## config.mk

```make
export PLATFORM = sky130hd
export DESIGN_NAME = scfc_front
export DESIGN_NICKNAME = d
export VERILOG_FILES = /design/src/rtl/scfc_pkg.sv /design/src/rtl/scfc_front.sv
export SDC_FILE = /design/constraint.sdc
export NUM_CORES = 1
export LEC_CHECK = 0
export BUFFER_PORTS_ARGS = -buffer_cell sky130_fd_sc_hd__buf_2
export CORE_AREA = 2 2 117 119
export CTS_CLUSTER_SIZE = 14
export DETAILED_ROUTE_END_ITERATION = 12
export DIE_AREA = 0 0 119 121
export PLACE_DENSITY = 0.45
export SYNTH_ARGS = -nofsm -noshare
export SYNTH_HDL_FRONTEND = slang
export SYNTH_SLANG_ARGS = --single-unit
```

## constraint.sdc

```tcl
create_clock -name clk -period 5.2 [get_ports clk]
set_input_delay 0.52 -clock clk [delete_from_list [all_inputs] [get_ports clk]]
set_output_delay 0.52 -clock clk [all_outputs]
set_load 0.02 [all_outputs]
```

## src/rtl/scfc_pkg.sv

```systemverilog
// ----------------------------------------------------------------------------
// Frame checker package
// Shared types, codes and constants for the delimited frame checker.
// ----------------------------------------------------------------------------
package scfc_pkg;

  localparam int unsigned BYTE_W      = 8;
  localparam int unsigned COUNT_W     = 16;
  localparam int unsigned SUM_W       = 16;
  localparam int unsigned STATUS_W    = 3;
  localparam int unsigned CFG_INDEX_W = 1;

  // Fixed frame overhead: two start, length, two checksum and two end bytes.
  localparam int unsigned FRAME_OVERHEAD = 7;

  localparam logic [BYTE_W-1:0] START_BYTE_RESET = 8'hFB;
  localparam logic [BYTE_W-1:0] END_BYTE_RESET   = 8'hFE;

  localparam int unsigned QUEUE_DEPTH_DEFAULT  = 2;
  localparam int unsigned RESULT_DEPTH_DEFAULT = 2;

  // Configuration register indexes.
  localparam logic [CFG_INDEX_W-1:0] REG_START_BYTE = 1'b0;
  localparam logic [CFG_INDEX_W-1:0] REG_END_BYTE   = 1'b1;

  // Role of a byte inside the expected frame layout.
  typedef enum logic [2:0] {
    KIND_START,
    KIND_LENGTH,
    KIND_BODY,
    KIND_SUM_HI,
    KIND_SUM_LO,
    KIND_END,
    KIND_NONE
  } pos_kind_t;

  typedef enum logic [STATUS_W-1:0] {
    STATUS_OK        = 3'd0,
    STATUS_SHORT     = 3'd1,
    STATUS_BAD_START = 3'd2,
    STATUS_BAD_SUM   = 3'd3,
    STATUS_BAD_END   = 3'd4
  } status_t;

  // One classified byte, handed from the front end to the back end.
  typedef struct packed {
    pos_kind_t         kind;
    logic [BYTE_W-1:0] data;
    logic              last;
    logic              short_buf;
    logic              len_bad;
    logic [BYTE_W-1:0] length;
  } queue_entry_t;

  typedef struct packed {
    status_t           status;
    logic [BYTE_W-1:0] inner_length;
  } result_t;

endpackage

```

## src/rtl/scfc_front.sv

```systemverilog
// ----------------------------------------------------------------------------
// Frame checker front end
// Tracks the byte position and length byte and classifies every byte.
// ----------------------------------------------------------------------------
module scfc_front (
  input  logic                         clk,
  input  logic                         rst,
  input  logic                         accept,
  input  logic [scfc_pkg::BYTE_W-1:0]  data_byte,
  input  logic                         last,
  output scfc_pkg::queue_entry_t       entry
);
  import scfc_pkg::*;

  localparam logic [COUNT_W-1:0] COUNT_MAX = '1;
  localparam logic [COUNT_W-1:0] MIN_TOTAL = COUNT_W'(FRAME_OVERHEAD + 1);
  localparam logic [COUNT_W-1:0] OVERHEAD  = COUNT_W'(FRAME_OVERHEAD);

  logic [COUNT_W-1:0] byte_count;
  logic [COUNT_W-1:0] byte_count_next;
  logic [BYTE_W-1:0]  length_seen;
  logic [BYTE_W-1:0]  length_next;
  logic [COUNT_W-1:0] n_ext;
  logic [COUNT_W-1:0] len_ext;
  pos_kind_t          kind;

  assign n_ext = COUNT_W'(length_seen);

  always_comb begin
    if (byte_count < 16'd2) begin
      kind = KIND_START;
    end else if (byte_count == 16'd2) begin
      kind = KIND_LENGTH;
    end else if (byte_count <= n_ext + 16'd2) begin
      kind = KIND_BODY;
    end else if (byte_count == n_ext + 16'd3) begin
      kind = KIND_SUM_HI;
    end else if (byte_count == n_ext + 16'd4) begin
      kind = KIND_SUM_LO;
    end else if (byte_count == n_ext + 16'd5 || byte_count == n_ext + 16'd6) begin
      kind = KIND_END;
    end else begin
      kind = KIND_NONE;
    end
  end

  // Count including this byte, saturating; length as it stands after it.
  assign byte_count_next = (byte_count == COUNT_MAX) ? byte_count : byte_count + 1'b1;
  assign length_next     = (byte_count == 16'd2) ? data_byte : length_seen;
  assign len_ext         = COUNT_W'(length_next);

  always_comb begin
    entry.kind      = kind;
    entry.data      = data_byte;
    entry.last      = last;
    entry.short_buf = (byte_count_next < MIN_TOTAL);
    entry.len_bad   = (length_next == '0) || (len_ext + OVERHEAD > byte_count_next);
    entry.length    = length_next;
  end

  always_ff @(posedge clk) begin
    if (rst) begin
      byte_count  <= '0;
      length_seen <= '0;
    end else if (accept) begin
      if (last) begin
        byte_count  <= '0;
        length_seen <= '0;
      end else begin
        byte_count  <= byte_count_next;
        length_seen <= length_next;
      end
    end
  end

  a_clear_after_last: assert property (@(posedge clk) disable iff (rst)
    (accept && last) |=> (byte_count == '0 && length_seen == '0))
    else $error("position state not cleared after the final byte");

  a_count_saturates: assert property (@(posedge clk) disable iff (rst)
    (accept && !last && byte_count == COUNT_MAX) |=> (byte_count == COUNT_MAX))
    else $error("byte count wrapped instead of saturating");

  a_length_capture: assert property (@(posedge clk) disable iff (rst)
    (accept && !last && byte_count == 16'd2) |=> (length_seen == $past(data_byte)))
    else $error("length byte not captured at its position");

endmodule

```

==> flow_metrics.tcl, run 1 <==
set metrics [dict create \
    crit_type "register to output port" \
    crit_path_start_kind "register" \
    cts_setup_buffers 0 \
    ant_nets 0 \
    min_to "byte_count[13]" \
    slew_viol_final 0 \
    finalCritPeriodShare 0.914 \
    muxShareOfSynthArea 0.0310 \
    clock_sinks 24 \
    final_layout_size_suffix_gt1_frac 0.125 \
    grt.total_usage 0.141 \
    outcome "finished clean" \
    root_buffer "clkbuf_16" \
    critPathMaxFanout 11 \
    syn-cell-area_um2 3230 \
    p_int_w 0.000328 \
    synthXorXnorAreaFrac 0.0840 \
    p_leak_nw 1.37 \
    dpl_cell_area_um2 3440 \
    grt_pass1_wl_um 16400 \
    antenna_found_initial 0 \
    first_pass_iters 5 \
    die_h_um 121 \
    async_reset_ff_frac 0 \
    holdCritStartpoint "byte_count[13]" \
    grt_pass1_vias 2978 \
    seqPwrFrac 0.425 \
    switchingPower_w 0.000112 \
    clk_latency_ps 260 \
    r2r_cells 7 \
    nets 476 \
    cts.path.max_buffers 2 \
    whs_ps 537 \
    clock_skew_ps 3.82 \
    drc 0 \
    rows 42 \
    cts_buffers 3 \
    fmax_ghz 0.211 \
    grt_max_degree 25 \
    vias 3151 \
    overflow 0 \
    relSlewSlack 0.425 \
    setup_violations 0 \
    reg2reg_from "byte_count[2]" \
    synth_fa_ha_area_frac 0.116 \
    first_iter_violations 237 \
    clkPwrFrac 0.424 \
    cts_resized 0 \
    swShare 0.255 \
    hold_violations 0 \
    placedCellCount 605 \
    cp.required_ps 4680 \
    hp-class "register to register" \
    die-area_um2 14400 \
    synth_compound_area_frac 0.256 \
    fin_cells 609 \
    synth_warnings 0 \
    yosysSeqAreaShare 0.149 \
    synth_top_family_by_area "simple AND/OR/NAND/NOR gates" \
    synth_enable_flop_cells 0 \
    hpwl_um 7650 \
    start_util 0.247 \
    fin_crit_ps 4750 \
    synth_nets 476 \
    wire_per_inst_um 16.6 \
    viasPerCell 5.17 \
    ys_seq_elements 24 \
    finalSetupTns_ps 0 \
    peakVddDrop_mv 0.142 \
    clk_transition_reported_paths_ps 70 \
    yosys.area_share.simple 0.270 \
    r2r-end "length_seen[2]" \
    endpoint_kind "output port" \
    max_cap_viol_count 0 \
    worst_pin_slew_ps 861 \
    avgSynthCellArea_um2 7.44 \
    cp.arrival_ps 4230 \
    port_buffers 33 \
    pwr-share-comb 0.151 \
    power_density_nw_per_um2 125 \
    ioPinCount 34 \
    hold_depth 2 \
    die_x_um 119 \
    area_growth_pct 9.22 \
    h-tree-depth 1 \
    synth_top_flop_cell "dfxtp_1" \
    final_cell_mix "nor2_1 (33), buf_2 (33), ha_1 (30)" \
    rrSetupSlack_ps 2460 \
    diodes 0 \
    cts_tree "built" \
    cts_hold_buf 0 \
    core_um2 13100 \
    wl_um 10100 \
    synthDistinctLibCells 64 \
    post-route-cell-area_um2 3530 \
    gp_congestion 0.907 \
    rsz0062_at_grt "no" \
    synthCells 434 \
]
[registers in the layout, indices dropped and copies added (netlist names)]
| signal | count |
|---|---|
| length_seen | 8 |
| byte_count | 16 |
[power groups by stage]
stage	Sequential [W]	Combinational [W]	Clock [W]
after floorplan	0.000190	0.0000504	0
after global placement	0.000191	0.0000669	0
after detailed placement	0.000191	0.0000664	0
after CTS	0.000187	0.0000665	0.000194
after global routing	0.000187	0.0000734	0.000198
final	0.000187	0.0000664	0.000187
[synthesized netlist by cell type, drive strengths merged (2+ instances only)]
cell type / n / share of area
nor2: 33 / 0.038
ha: 30 / 0.12
a21oi: 27 / 0.042
clkbuf: 25 / 0.029
dfxtp: 24 / 0.15
nand2: 23 / 0.027
inv: 22 / 0.026
xnor2: 21 / 0.057
nand3: 20 / 0.031
o21ai: 19 / 0.029
nor3: 18 / 0.029
buf: 17 / 0.036
a2bb2oi: 12 / 0.033
and3: 12 / 0.023
mux2i: 10 / 0.031
xor2: 10 / 0.027
nor2b: 8 / 0.015
a31oi: 7 / 0.014
nand4: 7 / 0.014
a21o: 6 / 0.014
and4: 6 / 0.016
o21a: 6 / 0.014
or3: 6 / 0.015
o211ai: 5 / 0.013
or4: 5 / 0.014
a211o: 4 / 0.011
a211oi: 4 / 0.0093
a221oi: 4 / 0.015
nand2b: 4 / 0.0077
nor4: 4 / 0.012
a22oi: 3 / 0.0070
a31o: 3 / 0.0081
clkinv: 3 / 0.0035
nor4b: 3 / 0.0081
a2111oi: 2 / 0.011
a311o: 2 / 0.0062
and2: 2 / 0.0039
o31ai: 2 / 0.0046
or2: 2 / 0.0039
[kinds of logic (layout without fill, tap and decap cells)]
group | after synthesis | after routing
DFF | 24 | 24
muxes | 10 | 10
buffers and inverters | 67 | 66
and+or+nand+nor | 157 | 157
adders and majority gates | 30 | 30
xor gates and xnor gates | 31 | 31
AOI/OAI and AO/OA | 115 | 115
[stage by stage]
| stage | power (W) | util | worst slack [ps] |
|---|---|---|---|
| after floorplan | 0.000240 | - | 822 |
| after global placement | 0.000258 | 0.263 | 792 |
| final | 0.000440 | 0.270 | 450 |
| after CTS | 0.000447 | 0.269 | 352 |
| after detailed placement | 0.000258 | 0.263 | 642 |
| after global routing | 0.000458 | 0.270 | 92.5 |
[worst max-delay path, stage by stage (launching register included)]
cell and delay, ps:
dfxtp_1 450, or4_4 610, nor4_4 220, and3_1 420, mux2i_1 420, ha_1 300
a21oi_1 110, xnor2_1 140, ha_1 300, nand3_1 100, o21bai_1 160, a21oi_1 120
a211o_1 120, a21oi_1 60, o31ai_1 240, buf_2 210
[area by class of cell]
class	count	area (µm²)
clock buffer	4	88.8
sequential	24	480
fill	1449	9560
inverter	25	93.8
tap	176	220
multi-input combinational	343	2450
timing repair buffer	37	195
[how the worst max path moves through the flow]
stage | from | endpoint | slack (ps) | cells past startpoint
6_report | byte_count[2] | entry[8] | 450 | 15
5_1_grt | byte_count[2] | entry[8] | 90 | 15
4_1_cts | byte_count[2] | entry[8] | 350 | 15
3_5_place_dp | byte_count[2] | entry[8] | 640 | 15
3_3_place_gp | byte_count[2] | entry[8] | 790 | 15
2_1_floorplan | byte_count[2] | entry[8] | 820 | 17
[per-layer routing]
layer | up-vias | share of wire | GRT usage
met1 | 1476 | 0.48 | 0.204
met2 | 81 | 0.46 | 0.226
met5 | - | 0 | 0
li1 | 1582 | - | -
met3 | 12 | 0.040 | 0.0108
met4 | 0 | 0.019 | 0.0402
Power figures use the tool's default switching activity.
==> run 2, diff against run 1 <==
- MAX_ROUTING_LAYER: unset -> met4
==> run 2 against run 1 <==
  * Power shrank 0.14%
  * Register-to-register slack is essentially flat
  * Critical path depth is the same
  * Clock skew is essentially flat
  * Routed wire length shrank 0.13%
  * Die area is the same
  * First-iteration DRC count shrank 25%
==> flow_metrics.tcl, run 2 (synthesis gave the netlist of run 1 again) <==
set metrics [dict create \
    outcome "finished clean" \
    top_register "byte_count" \
    drc 0 \
    cts_tree "built" \
    cp.required_ps 4680 \
    endpoint_kind "output port" \
    hold_depth 2 \
    grt_pass1_vias 2972 \
    hp-class "register to register" \
    die_h_um 121 \
    start_util 0.247 \
    nets 476 \
    cts_hold_buf 0 \
    antenna_found_initial 0 \
    critPathMaxFanout 11 \
    register_area_um2 480 \
    rsz0062_at_grt "no" \
    largest_reg_flops 16 \
    wl_um 10100 \
    clk_transition_reported_paths_ps 70 \
    core_um2 13100 \
    cts_resized 0 \
    whs_ps 541 \
    first_iter_violations 177 \
    reg2reg_from "byte_count[2]" \
    cts.path.max_buffers 2 \
    setup_violations 0 \
    r2r-end "length_seen[2]" \
    crit_type "register to output port" \
    root_buffer "clkbuf_16" \
    final_layout_size_suffix_gt1_frac 0.125 \
    cts_setup_buffers 0 \
    max_cap_viol_count 0 \
    finalSetupTns_ps 0 \
    cp.arrival_ps 4200 \
    slew_viol_final 0 \
    area_growth_pct 9.22 \
    r2r_cells 7 \
    clk_latency_ps 260 \
    ioPinCount 34 \
    rows 42 \
    clock_sinks 24 \
    clock_skew_ps 3.77 \
    wire_per_inst_um 16.5 \
    p_leak_nw 1.37 \
    hold_violations 0 \
    viasPerCell 5.22 \
    die_x_um 119 \
    cts_buffers 3 \
    gp_congestion 0.922 \
    crit_path_start_kind "register" \
    diodes 0 \
    peakVddDrop_mv 0.142 \
    hpwl_um 7650 \
    die-area_um2 14400 \
    h-tree-depth 1 \
    power_density_nw_per_um2 125 \
    holdCritStartpoint "byte_count[11]" \
    first_pass_iters 5 \
    grt_pass1_wl_um 16400 \
    final_cell_mix "nor2_1 (33), buf_2 (33), ha_1 (30)" \
    overflow 0 \
    rrSetupSlack_ps 2470 \
    grt_max_degree 25 \
    port_buffers 33 \
    finalCritPeriodShare 0.908 \
    fin_crit_ps 4720 \
    relSlewSlack 0.436 \
    fin_ws_ps 478 \
    reg.largest.list "byte_count: 16 flops, length_seen: 8 flops" \
    min_to "byte_count[11]" \
    worst_pin_slew_ps 845 \
    multi_input_area_um2 2450 \
    fmax_ghz 0.212 \
    pre_cts_ws_ps 642 \
    ant_nets 0 \
    vias 3182 \
    nFillCells 1449 \
    grt.total_usage 0.145 \
]
## run 2: cell counts in the layout (fill, tap and decap cells not counted)
Identical to the previous run, type by type.
## run 2: area by class of cell
cell class	instances	share of cell area
Timing Repair Buffer	37	0.0553
Tap cell	176	0.0624
Multi-Input combinational cell	343	0.694
Clock buffer	4	0.0252
Sequential cell	24	0.136
Inverter	25	0.0266
## run 2: worst max-delay path by stage
stage | start | to | depth (start not counted)
2_1_floorplan | byte_count[2] | entry[8] | 17
3_3_place_gp | byte_count[2] | entry[8] | 15
3_5_place_dp | byte_count[2] | entry[8] | 15
4_1_cts | byte_count[2] | entry[8] | 15
5_1_grt | byte_count[2] | entry[8] | 15
6_report | byte_count[2] | entry[8] | 15
## run 2: routing by layer
| layer | GRT usage | part of all wire | vias to the layer above |
|---|---|---|---|
| met4 | 0.0402 | 0.019 | 0 |
| met3 | 0.00940 | 0.042 | 12 |
| li1 | - | - | 1583 |
| met2 | 0.226 | 0.46 | 91 |
| met1 | 0.205 | 0.48 | 1496 |
| met5 | - | 0 | - |
## run 2: report_power, final
| group | leakage [nW] | internal (W) | switching, W |
|---|---|---|---|
| clock | 0.0442 | 0.000118 | 0.0000686 |
| combinational | 1.13 | 0.0000258 | 0.0000407 |
| sequential | 0.193 | 0.000185 | 0.00000245 |
| total | 1.37 | 0.000328 | 0.000112 |
## run 2: critical path, stage by stage, from the launching register on
cell and delay [ps]:
dfxtp_1 450, or4_4 610, nor4_4 210, and3_1 420, mux2i_1 420, ha_1 300
a21oi_1 110, xnor2_1 140, ha_1 300, nand3_1 100, o21bai_1 160, a21oi_1 120
a211o_1 120, a21oi_1 60, o31ai_1 220, buf_2 210
## run 2: metrics by stage
step	std cells	cell area, µm²	utilization	total power [W]
global route	609	3530	0.270	0.000458
finish	609	3530	0.270	0.000440
detailed placement	605	3440	0.263	0.000258
CTS	609	3520	0.269	0.000447
global placement	605	3440	0.263	0.000258
floorplan	434	3230	-	0.000240
